### src/cll_pkg.sv
// shared types and codes of the circular linked list manager
`default_nettype none

package cll_pkg;

  // fixed widths of the stream fields
  localparam int unsigned NODE_W   = 8;
  localparam int unsigned SIZE_W   = 9;
  localparam int unsigned CMD_W    = 4;
  localparam int unsigned STATUS_W = 2;
  localparam int unsigned IN_W     = 16;
  localparam int unsigned OUT_W    = 32;

  // command codes
  localparam logic [CMD_W-1:0] CMD_CLEAR      = 4'd0;
  localparam logic [CMD_W-1:0] CMD_INS_BEFORE = 4'd1;
  localparam logic [CMD_W-1:0] CMD_INS_AFTER  = 4'd2;
  localparam logic [CMD_W-1:0] CMD_PUSH_FRONT = 4'd3;
  localparam logic [CMD_W-1:0] CMD_PUSH_BACK  = 4'd4;
  localparam logic [CMD_W-1:0] CMD_REMOVE     = 4'd5;
  localparam logic [CMD_W-1:0] CMD_POP_FRONT  = 4'd6;
  localparam logic [CMD_W-1:0] CMD_POP_BACK   = 4'd7;
  localparam logic [CMD_W-1:0] CMD_SET_CURSOR = 4'd8;

  // status codes
  localparam logic [STATUS_W-1:0] ST_OK        = 2'd0;
  localparam logic [STATUS_W-1:0] ST_POP_EMPTY = 2'd1;
  localparam logic [STATUS_W-1:0] ST_INVALID   = 2'd2;

  // link memory read address source
  typedef enum logic [1:0] {
    RD_POS,
    RD_CURSOR,
    RD_PREV
  } rd_sel_e;

  // datapath operation selected by the controller
  typedef enum logic [3:0] {
    OP_NONE,
    OP_SIMPLE,
    OP_SELF,
    OP_DROP_LAST,
    OP_SET_VICTIM,
    OP_TAKE_VICTIM,
    OP_LINK_W1,
    OP_LINK_W2,
    OP_UNLINK
  } dp_op_e;

  typedef struct packed {
    logic    load;
    rd_sel_e rd_sel;
    dp_op_e  op;
  } ctl_t;

  typedef struct packed {
    logic [CMD_W-1:0] cmd;
    logic             empty;
    logic             count_one;
    logic             out_free;
  } stat_t;

  // input word layout, first field in the high bits
  typedef struct packed {
    logic [NODE_W-1:0] new_node;
    logic [NODE_W-1:0] position_node;
  } in_t;

  // output word layout, first field in the high bits
  typedef struct packed {
    logic [3:0]          pad;
    logic [NODE_W-1:0]   cursor_node;
    logic                list_empty;
    logic [SIZE_W-1:0]   list_size;
    logic [STATUS_W-1:0] status;
    logic [NODE_W-1:0]   popped_node;
  } res_t;

endpackage

`default_nettype wire

### src/cll_ram.sv
// generic single write port ram with registered read
`default_nettype none

module cll_ram #(
  parameter int unsigned WIDTH = 8,
  parameter int unsigned DEPTH = 256
) (
  input  wire logic                     clk_i,
  input  wire logic                     we_i,
  input  wire logic [$clog2(DEPTH)-1:0] waddr_i,
  input  wire logic [WIDTH-1:0]         wdata_i,
  input  wire logic [$clog2(DEPTH)-1:0] raddr_i,
  output logic      [WIDTH-1:0]         rdata_o
);

  logic [WIDTH-1:0] mem [DEPTH];

  always_ff @(posedge clk_i) begin
    if (we_i) begin
      mem[waddr_i] <= wdata_i;
    end
    rdata_o <= mem[raddr_i];
  end

endmodule

`default_nettype wire

### src/cll_datapath.sv
// datapath: link memories, cursor, size count and result register
`default_nettype none

module cll_datapath #(
  parameter int unsigned NODE_COUNT = 256
) (
  input  wire logic                         clk_i,
  input  wire logic                         rst_ni,
  input  wire logic [cll_pkg::IN_W-1:0]     in_data_i,
  input  wire logic [cll_pkg::CMD_W-1:0]    in_user_i,
  input  wire cll_pkg::ctl_t                ctl_i,
  output cll_pkg::stat_t                    stat_o,
  output logic                              out_valid_o,
  input  wire logic                         out_ready_i,
  output logic      [cll_pkg::OUT_W-1:0]    out_data_o,
  output logic                              out_user_o
);

  localparam int unsigned NW  = $clog2(NODE_COUNT);
  localparam int unsigned CW  = $clog2(NODE_COUNT + 1);
  localparam int unsigned TBL = 2 ** cll_pkg::NODE_W;

  // node index reduction, a constant table
  logic [NW-1:0] mod_tbl [TBL];
  for (genvar g = 0; g < TBL; g++) begin : g_mod
    assign mod_tbl[g] = NW'(g % NODE_COUNT);
  end

  cll_pkg::in_t in_word;
  assign in_word = cll_pkg::in_t'(in_data_i);

  logic [cll_pkg::CMD_W-1:0] cmd_q;
  logic [NW-1:0]             pos_q, fresh_q, victim_q, victim_d, link_q, link_d;
  logic [NW-1:0]             cursor_q, cursor_d;
  logic [CW-1:0]             count_q, count_d;
  logic                      out_valid_q;
  cll_pkg::res_t             res_q, res_d;
  logic                      pvalid_q;

  logic          nxt_we, prv_we;
  logic [NW-1:0] nxt_waddr, prv_waddr, nxt_wdata, prv_wdata;
  logic [NW-1:0] raddr, nxt_rd, prv_rd;

  cll_ram #(.WIDTH(NW), .DEPTH(NODE_COUNT)) u_next_ram (
    .clk_i   (clk_i),
    .we_i    (nxt_we),
    .waddr_i (nxt_waddr),
    .wdata_i (nxt_wdata),
    .raddr_i (raddr),
    .rdata_o (nxt_rd)
  );

  cll_ram #(.WIDTH(NW), .DEPTH(NODE_COUNT)) u_prev_ram (
    .clk_i   (clk_i),
    .we_i    (prv_we),
    .waddr_i (prv_waddr),
    .wdata_i (prv_wdata),
    .raddr_i (raddr),
    .rdata_o (prv_rd)
  );

  always_comb begin
    unique case (ctl_i.rd_sel)
      cll_pkg::RD_POS:    raddr = pos_q;
      cll_pkg::RD_CURSOR: raddr = cursor_q;
      cll_pkg::RD_PREV:   raddr = prv_rd;
      default:            raddr = pos_q;
    endcase
  end

  logic          is_after, is_insert, finish, pvalid;
  logic [NW-1:0] anchor, link_rd, popped;
  logic [cll_pkg::STATUS_W-1:0] status;

  assign is_after  = (cmd_q == cll_pkg::CMD_INS_AFTER);
  assign is_insert = is_after || (cmd_q == cll_pkg::CMD_INS_BEFORE);
  // pushes link in before the cursor
  assign anchor    = is_insert ? pos_q : cursor_q;
  assign link_rd   = is_after ? nxt_rd : prv_rd;

  always_comb begin
    nxt_we    = 1'b0;
    prv_we    = 1'b0;
    nxt_waddr = fresh_q;
    prv_waddr = fresh_q;
    nxt_wdata = fresh_q;
    prv_wdata = fresh_q;
    cursor_d  = cursor_q;
    count_d   = count_q;
    victim_d  = victim_q;
    link_d    = link_q;
    finish    = 1'b0;
    pvalid    = 1'b0;
    popped    = '0;
    status    = cll_pkg::ST_OK;
    unique case (ctl_i.op)
      cll_pkg::OP_NONE: ;
      cll_pkg::OP_SIMPLE: begin
        finish = 1'b1;
        case (cmd_q) inside
          cll_pkg::CMD_CLEAR: begin
            count_d  = '0;
            cursor_d = '0;
          end
          cll_pkg::CMD_SET_CURSOR: cursor_d = pos_q;
          cll_pkg::CMD_INS_BEFORE, cll_pkg::CMD_INS_AFTER, cll_pkg::CMD_REMOVE:
            status = cll_pkg::ST_INVALID;
          cll_pkg::CMD_POP_FRONT, cll_pkg::CMD_POP_BACK:
            status = cll_pkg::ST_POP_EMPTY;
          default: ;
        endcase
      end
      cll_pkg::OP_SELF: begin
        // first node points at itself both ways
        nxt_we   = 1'b1;
        prv_we   = 1'b1;
        cursor_d = fresh_q;
        count_d  = CW'(1);
        finish   = 1'b1;
      end
      cll_pkg::OP_DROP_LAST: begin
        cursor_d = '0;
        count_d  = count_q - CW'(1);
        finish   = 1'b1;
        if (cmd_q == cll_pkg::CMD_POP_FRONT) begin
          pvalid = 1'b1;
          popped = cursor_q;
        end else if (cmd_q == cll_pkg::CMD_POP_BACK) begin
          pvalid = 1'b1;
          popped = prv_rd;
        end
      end
      cll_pkg::OP_SET_VICTIM: begin
        victim_d = (cmd_q == cll_pkg::CMD_REMOVE) ? pos_q : cursor_q;
      end
      cll_pkg::OP_TAKE_VICTIM: victim_d = prv_rd;
      cll_pkg::OP_LINK_W1: begin
        // fresh node links, neighbor captured for the second write
        link_d = link_rd;
        nxt_we = 1'b1;
        prv_we = 1'b1;
        if (is_after) begin
          prv_wdata = anchor;
          nxt_wdata = link_rd;
        end else begin
          nxt_wdata = anchor;
          prv_wdata = link_rd;
        end
      end
      cll_pkg::OP_LINK_W2: begin
        nxt_we = 1'b1;
        prv_we = 1'b1;
        if (is_after) begin
          prv_waddr = link_q;
          nxt_waddr = anchor;
        end else begin
          nxt_waddr = link_q;
          prv_waddr = anchor;
        end
        if (count_q < CW'(NODE_COUNT)) begin
          count_d = count_q + CW'(1);
        end
        if (cmd_q == cll_pkg::CMD_PUSH_FRONT) begin
          cursor_d = fresh_q;
        end
        finish = 1'b1;
      end
      cll_pkg::OP_UNLINK: begin
        nxt_we    = 1'b1;
        prv_we    = 1'b1;
        nxt_waddr = prv_rd;
        nxt_wdata = nxt_rd;
        prv_waddr = nxt_rd;
        prv_wdata = prv_rd;
        if (cursor_q == victim_q) begin
          cursor_d = nxt_rd;
        end
        count_d = count_q - CW'(1);
        finish  = 1'b1;
        if (cmd_q != cll_pkg::CMD_REMOVE) begin
          pvalid = 1'b1;
          popped = victim_q;
        end
      end
      default: ;
    endcase
  end

  always_comb begin
    res_d             = res_q;
    res_d.pad         = '0;
    res_d.popped_node = cll_pkg::NODE_W'(popped);
    res_d.status      = status;
    res_d.list_size   = cll_pkg::SIZE_W'(count_d);
    res_d.list_empty  = (count_d == '0);
    res_d.cursor_node = (count_d == '0) ? '0 : cll_pkg::NODE_W'(cursor_d);
  end

  always_ff @(posedge clk_i or negedge rst_ni) begin
    if (!rst_ni) begin
      cmd_q       <= cll_pkg::CMD_CLEAR;
      cursor_q    <= '0;
      count_q     <= '0;
      out_valid_q <= 1'b0;
    end else begin
      if (ctl_i.load) begin
        cmd_q <= in_user_i;
      end
      cursor_q <= cursor_d;
      count_q  <= count_d;
      if (finish) begin
        out_valid_q <= 1'b1;
      end else if (out_ready_i) begin
        out_valid_q <= 1'b0;
      end
    end
  end

  always_ff @(posedge clk_i) begin
    if (ctl_i.load) begin
      pos_q   <= mod_tbl[in_word.position_node];
      fresh_q <= mod_tbl[in_word.new_node];
    end
    victim_q <= victim_d;
    link_q   <= link_d;
    if (finish) begin
      res_q    <= res_d;
      pvalid_q <= pvalid;
    end
  end

  assign stat_o.cmd       = cmd_q;
  assign stat_o.empty     = (count_q == '0);
  assign stat_o.count_one = (count_q == CW'(1));
  assign stat_o.out_free  = !out_valid_q || out_ready_i;

  assign out_valid_o = out_valid_q;
  assign out_data_o  = res_q;
  assign out_user_o  = pvalid_q;

endmodule

`default_nettype wire

### src/cll_ctrl.sv
// controller: sequences link reads and writes for each command word
`default_nettype none

module cll_ctrl (
  input  wire logic           clk_i,
  input  wire logic           rst_ni,
  input  wire logic           in_valid_i,
  output logic                in_ready_o,
  input  wire cll_pkg::stat_t stat_i,
  output cll_pkg::ctl_t       ctl_o
);

  localparam logic [2:0] S_IDLE   = 3'd0;
  localparam logic [2:0] S_EXEC   = 3'd1;
  localparam logic [2:0] S_VICTIM = 3'd2;
  localparam logic [2:0] S_LINK1  = 3'd3;
  localparam logic [2:0] S_LINK2  = 3'd4;
  localparam logic [2:0] S_UNLINK = 3'd5;

  logic [2:0] state_q, state_d;

  assign in_ready_o = (state_q == S_IDLE);

  always_comb begin
    state_d      = state_q;
    ctl_o.load   = 1'b0;
    ctl_o.rd_sel = cll_pkg::RD_POS;
    ctl_o.op     = cll_pkg::OP_NONE;
    unique case (state_q)
      S_IDLE: begin
        if (in_valid_i) begin
          ctl_o.load = 1'b1;
          state_d    = S_EXEC;
        end
      end
      S_EXEC: begin
        // wait here until the result register can take a word
        if (stat_i.out_free) begin
          state_d  = S_IDLE;
          ctl_o.op = cll_pkg::OP_SIMPLE;
          case (stat_i.cmd) inside
            cll_pkg::CMD_INS_BEFORE, cll_pkg::CMD_INS_AFTER: begin
              if (!stat_i.empty) begin
                ctl_o.op     = cll_pkg::OP_NONE;
                ctl_o.rd_sel = cll_pkg::RD_POS;
                state_d      = S_LINK1;
              end
            end
            cll_pkg::CMD_PUSH_FRONT, cll_pkg::CMD_PUSH_BACK: begin
              if (stat_i.empty) begin
                ctl_o.op = cll_pkg::OP_SELF;
              end else begin
                ctl_o.op     = cll_pkg::OP_NONE;
                ctl_o.rd_sel = cll_pkg::RD_CURSOR;
                state_d      = S_LINK1;
              end
            end
            cll_pkg::CMD_REMOVE, cll_pkg::CMD_POP_FRONT: begin
              if (stat_i.count_one) begin
                ctl_o.op = cll_pkg::OP_DROP_LAST;
              end else if (!stat_i.empty) begin
                ctl_o.op     = cll_pkg::OP_SET_VICTIM;
                ctl_o.rd_sel = (stat_i.cmd == cll_pkg::CMD_REMOVE) ?
                               cll_pkg::RD_POS : cll_pkg::RD_CURSOR;
                state_d      = S_UNLINK;
              end
            end
            cll_pkg::CMD_POP_BACK: begin
              if (!stat_i.empty) begin
                ctl_o.op     = cll_pkg::OP_NONE;
                ctl_o.rd_sel = cll_pkg::RD_CURSOR;
                state_d      = S_VICTIM;
              end
            end
            default: ;
          endcase
        end
      end
      S_VICTIM: begin
        // tail node is on the prev read port now
        if (stat_i.count_one) begin
          ctl_o.op = cll_pkg::OP_DROP_LAST;
          state_d  = S_IDLE;
        end else begin
          ctl_o.op     = cll_pkg::OP_TAKE_VICTIM;
          ctl_o.rd_sel = cll_pkg::RD_PREV;
          state_d      = S_UNLINK;
        end
      end
      S_LINK1: begin
        ctl_o.op = cll_pkg::OP_LINK_W1;
        state_d  = S_LINK2;
      end
      S_LINK2: begin
        ctl_o.op = cll_pkg::OP_LINK_W2;
        state_d  = S_IDLE;
      end
      S_UNLINK: begin
        ctl_o.op = cll_pkg::OP_UNLINK;
        state_d  = S_IDLE;
      end
      default: state_d = S_IDLE;
    endcase
  end

  always_ff @(posedge clk_i or negedge rst_ni) begin
    if (!rst_ni) begin
      state_q <= S_IDLE;
    end else begin
      state_q <= state_d;
    end
  end

endmodule

`default_nettype wire

### src/circular_linked_list_manager.sv
// Circular doubly linked list manager over NODE_COUNT node slots. Each input
// word carries one command (clear, insert before/after, push front/back,
// remove, pop front/back, set cursor) and yields exactly one output word with
// the popped node, status, size, empty flag and cursor. Next and previous
// links live in two single-port-write rams with a registered read. Clear,
// set cursor, the empty-list cases, a push onto an empty list and a remove
// or pop front of the last node read no link. Remove and pop front read both
// links of the node, then write its neighbors; insert and push read the
// anchor link, then write the new node's links, then its neighbors' links;
// pop back reads the tail, then its links, and a pop back that takes the
// last node drops it once the tail is read. One word is worked on at a time;
// a finished result waits in the output register while the next word is
// taken, and the next word is held in its first state until that register
// is free. Node indices are reduced modulo NODE_COUNT. Link entries are not
// cleared at reset.
`default_nettype none

module circular_linked_list_manager #(
  parameter int unsigned NODE_COUNT = 256
) (
  input  wire logic        clk_i,
  input  wire logic        rst_ni,
  input  wire logic        s_axis_tvalid,
  output logic             s_axis_tready,
  input  wire logic [15:0] s_axis_tdata,  // position_node, new_node
  input  wire logic [3:0]  s_axis_tuser,  // command
  output logic             m_axis_tvalid,
  input  wire logic        m_axis_tready,
  output logic      [31:0] m_axis_tdata,  // popped_node, status, list_size, list_empty,
                                          // cursor_node, zero pad
  output logic             m_axis_tuser   // popped_valid
);

  cll_pkg::ctl_t  ctl;
  cll_pkg::stat_t stat;

  cll_ctrl u_ctrl (
    .clk_i      (clk_i),
    .rst_ni     (rst_ni),
    .in_valid_i (s_axis_tvalid),
    .in_ready_o (s_axis_tready),
    .stat_i     (stat),
    .ctl_o      (ctl)
  );

  cll_datapath #(.NODE_COUNT(NODE_COUNT)) u_datapath (
    .clk_i       (clk_i),
    .rst_ni      (rst_ni),
    .in_data_i   (s_axis_tdata),
    .in_user_i   (s_axis_tuser),
    .ctl_i       (ctl),
    .stat_o      (stat),
    .out_valid_o (m_axis_tvalid),
    .out_ready_i (m_axis_tready),
    .out_data_o  (m_axis_tdata),
    .out_user_o  (m_axis_tuser)
  );

endmodule

`default_nettype wire

### config.mk
export PLATFORM = sky130hd
export DESIGN_NAME = circular_linked_list_manager
export DESIGN_NICKNAME = d
export VERILOG_FILES = /design/src/cll_pkg.sv /design/src/cll_ram.sv /design/src/cll_datapath.sv /design/src/cll_ctrl.sv /design/src/circular_linked_list_manager.sv
export SDC_FILE = /design/constraint.sdc
export NUM_CORES = 2
export LEC_CHECK = 0
export BUFFER_PORTS_ARGS = -buffer_cell sky130_fd_sc_hd__buf_2
export CORE_UTILIZATION = 55
export CTS_BUF_LIST = sky130_fd_sc_hd__clkbuf_4 sky130_fd_sc_hd__clkbuf_8 sky130_fd_sc_hd__clkbuf_16
export DETAILED_ROUTE_END_ITERATION = 8
export HOLD_SLACK_MARGIN = 0.02
export PLACE_DENSITY = 0.71
export SLEW_MARGIN = 5
export SYNTH_ARGS = -nofsm -noshare
export SYNTH_HDL_FRONTEND = slang
export SYNTH_SLANG_ARGS = --single-unit
### constraint.sdc
create_clock -name clk_i -period 7.3 [get_ports clk_i]
set_input_delay 0 -clock clk_i [delete_from_list [all_inputs] [get_ports clk_i]]
set_output_delay 0 -clock clk_i [all_outputs]
set_load 0.005 [all_outputs]
==> summary.md <==
| Metric | Value |
|---|---|
| Max-slew headroom | 5.693% |
| Post-synth EDFFs | 4,157 |
| Initial antenna violation count | 29 |
| Vias post-DR | 102,900 |
| Min Tclk post-route | 7.207 ns |
| Post-placement setup slack | -0.1438 ns |
| Initial Util | 55.34% |
| RePlAce Congestion | 0.9242 |
| Die area | 307,400 um2 |
| Final setup vio count | 0 |
| Mapped Area | 167,800 um2 |
| Pleak | 60.76 nW |
| Fmax | 0.1388 GHz |
| Chip Height | 554.4 um |
| Post-DP HPWL | 306,400 um |
| Fillers | 20,990 |
| Simple-Gate Fraction of Synth Area | 6.739% |
| Synth-to-Final Area Change | 11.97% |
| H-tree levels | 5 |
| FP Rows | 202 |
| CTS buffer count | 406 |
| Multiplexer share of the synthesized area | 8.875% |
| # port buffers | 54 |
| Critical Path AT | 8.03 ns |
| Slew Limit Fails | 0 |
| IO Count | 59 |
| Final ANT Viol Nets | 0 |
| DRC viols | 0 |
| Startpoint Class | flop |
| Sequential share of the synthesized area | 74.94% |
| Commonest cells after routing, fill and taps aside | edfxtp_1, nand2_1, nor2_1 |
| CP required | 8.13 ns |
| Overall routing resource usage | 32.94% |
| Compound-Gate Fraction of Synth Area | 7.315% |
| CTS max path bufs | 4 |
| Drt first pass iters | 8 |
| Synth Area in XOR/XNOR | 0.07753% |
| #FFs+latches synth | 4,198 |
| Clock Sink Count | 4,198 |
| Skew-Pair Late Insertion Delay | 1.02 ns |
| Avg Inst Size Synth | 16.30 um2 |
| Avg Vias per Cell | 6.955 |
| Remaining global-route overflow | 0 |
| RSZ-0062 raised after global routing | false |
| Final nets | 10,480 |
| Most common cell after layout, fill and taps aside | edfxtp_1 |
| Die X | 554.4 um |
| Worst-Margin Slew | 1.415 ns |
| CTS tree | yes |
| Multi-input gate area | 39,140 um2 |
| Synth Warn # | 0 |
| DRT iter0 DRCs | 17,120 |
| Worst-path maximum fanout | 58 |
| Utilization after layout | 61.96% |
| Hold Crit Class | primary input to flop |
| Routed wire per std cell | 34.72 um |
| Ys flop type | edfxtp_1 |
| Hold Vio Cnt, Final | 0 |
| Clock transition at path regs | 0.06 ns |
| Ys async rst share | 0.5955% |
| Status | completed |
| CP Class | flop to flop |
| PwrDens | 486.2 nW/um2 |
| Share of cells above drive strength 1 | 15.74% |
| CP endpoint kind | flop |
| Routed WL | 513,600 um |
| Synth unique cells | 99 |
| Number of global-route vias before repair | 98,420 |
| Largest family of logic cells by synthesized area | multiplexers |
| Clock root cell | clkbuf_16 |
| Final setup skew | 0.1037 ns |
| Largest net degree at the start of global routing | 201 |
| Reg area | 125,800 um2 |
| Mapped Cells | 10,300 |
| VDD IR-drop max | 0.0009304 V |
| First-pass GRT wire length | 723,700 um |
| Core area | 303,300 um2 |
| PnR worst setup slack | 0.09311 ns |
| Period Utilization, post-route | 98.72% |
| Max cap viols | 0 |
| Adder-Cell Fraction of Synth Area | 0.04473% |
==> report_power, final <==
group	leakage [nW]	switching [W]	internal, W
sequential	37.9	0.000554	0.0304
combinational	16.2	0.0279	0.0114
clock	6.71	0.00919	0.0120
==> critical path, cell delays in order, from the launching register on <==
cell	delay [ns]
dfrtp_1	0.35
buf_4	0.52
and3_1	0.43
nand2b_1	0.12
nor3_1	0.66
ha_1	0.66
a221o_4	0.58
nand2_8	0.48
buf_4	0.38
mux2_1	0.36
a221oi_1	0.65
a221oi_1	0.18
a2111oi_0	0.49
nor4b_2	0.83
buf_4	0.27
nor4_1	0.05
==> state kept, by name, indices dropped and copies added (netlist names), 8 cells and up <==
signal,cells
u_datapath.u_next_ram.mem,2048
u_datapath.link_q,8
u_datapath.u_prev_ram.mem,2048
u_datapath.fresh_q,8
u_datapath.cursor_q,8
u_datapath.u_prev_ram.rdata_o,8
u_datapath.u_next_ram.rdata_o,8
u_datapath.out_data_o,28
u_datapath.pos_q,8
u_datapath.count_q,9
u_datapath.victim_q,8
==> Yosys cell counts (21+ instances only) <==
cell / count / area, um2
mux2i_1: 434 / 4344
and2_1: 23 / 143.9
buf_2: 101 / 505.5
buf_1: 57 / 214.0
nor4_1: 64 / 400.4
nor2_1: 614 / 2305
o21ai_1: 28 / 140.1
a22oi_1: 92 / 690.7
a221o_1: 22 / 220.2
a32oi_1: 21 / 183.9
dfrtp_1: 25 / 625.6
edfxtp_1: 4157 / 124800
o311ai_0: 22 / 192.7
mux4_2: 400 / 9009
nand4_1: 30 / 187.7
a221oi_1: 91 / 797.0
mux2_2: 117 / 1318
a31oi_1: 109 / 681.9
buf_4: 112 / 840.8
clkbuf_1: 436 / 1637
o21ai_0: 175 / 875.8
nor3_1: 97 / 485.5
a2111oi_0: 41 / 359.1
a22o_1: 24 / 210.2
nand2_1: 1240 / 4654
o221ai_1: 98 / 858.3
o22ai_1: 141 / 882.1
o211ai_1: 33 / 247.7
a2bb2oi_1: 23 / 201.4
a21oi_1: 414 / 2072
a211oi_1: 188 / 1411
nand3_1: 241 / 1206
and3_1: 171 / 1070
a311oi_1: 64 / 560.5
nor2b_1: 30 / 187.7
nand2b_1: 27 / 168.9
==> routing by layer <==
metal	routed length [um]	share of wire, %	global-route usage [%]	vias up
li1	-	-	-	41210
met1	181000	35	44.61	51760
met2	227900	44	48.39	8368
met3	74990	15	10.40	1531
met4	29540	5.8	16.50	28
met5	230	0.045	0	-
==> timing repair <==
action                                  CTS  global route
gates resized for setup                   2             4
setup buffers                             0             0
endpoints found under the setup margin    1             4
hold buffers                             51             0
endpoints found under the hold margin    65             0
==> metrics by stage <==
stage | total power, W | hold WS, ns | cells | cell area (um2) | TNS, ns
floorplan | 0.05349 | -0.2956 | 10300 | 167900 | 0
global placement | 0.06851 | 0.03945 | 13970 | 173800 | -0.06767
detailed placement | 0.06909 | 0.06128 | 13970 | 173800 | -0.1438
CTS | 0.08995 | 0.1098 | 14770 | 187800 | 0
global route | 0.09301 | 0.1938 | 14770 | 187900 | 0
finish | 0.09137 | 0.1621 | 14800 | 187900 | 0
==> worst paths after layout <==
kind                       slack (ns)              start                               end  cells past startpoint
max                              0.09  u_ctrl.state_q[0]  u_datapath.u_prev_ram.rdata_o[0]                     15
min reg2reg                      0.56  u_ctrl.state_q[2]                 u_ctrl.state_q[0]                      1
max reg2reg                      0.09  u_ctrl.state_q[0]  u_datapath.u_prev_ram.rdata_o[0]                     15
min                              0.16      s_axis_tvalid                 u_ctrl.state_q[0]                      5
max in group asynchronous        6.54             rst_ni               u_datapath.cmd_q[3]                      5
min in group asynchronous        0.60             rst_ni            u_datapath.cursor_q[7]                      5
==> layout make-up <==
cell class | instances | area share [%]
Clock buffer | 515 | 5.910
Sequential cell | 4198 | 66.93
Antenna cell | 26 | 0.03462
Timing Repair Buffer | 464 | 2.379
Clock inverter | 232 | 1.252
Tap cell | 3978 | 2.648
Multi-Input combinational cell | 5371 | 20.83
Inverter | 11 | 0.02197
==> kinds of logic after synthesis <==
logic type               after synthesis
multiplexers                         971
buffers and inverters                729
other                                  1
flip-flops                          4198
AO/OA/AOI/OAI                       1776
adder cells (fa/ha/maj)                6
AND/OR/NAND/NOR                     2600
XOR/XNOR                              14
Power figures use the tool's default switching activity.
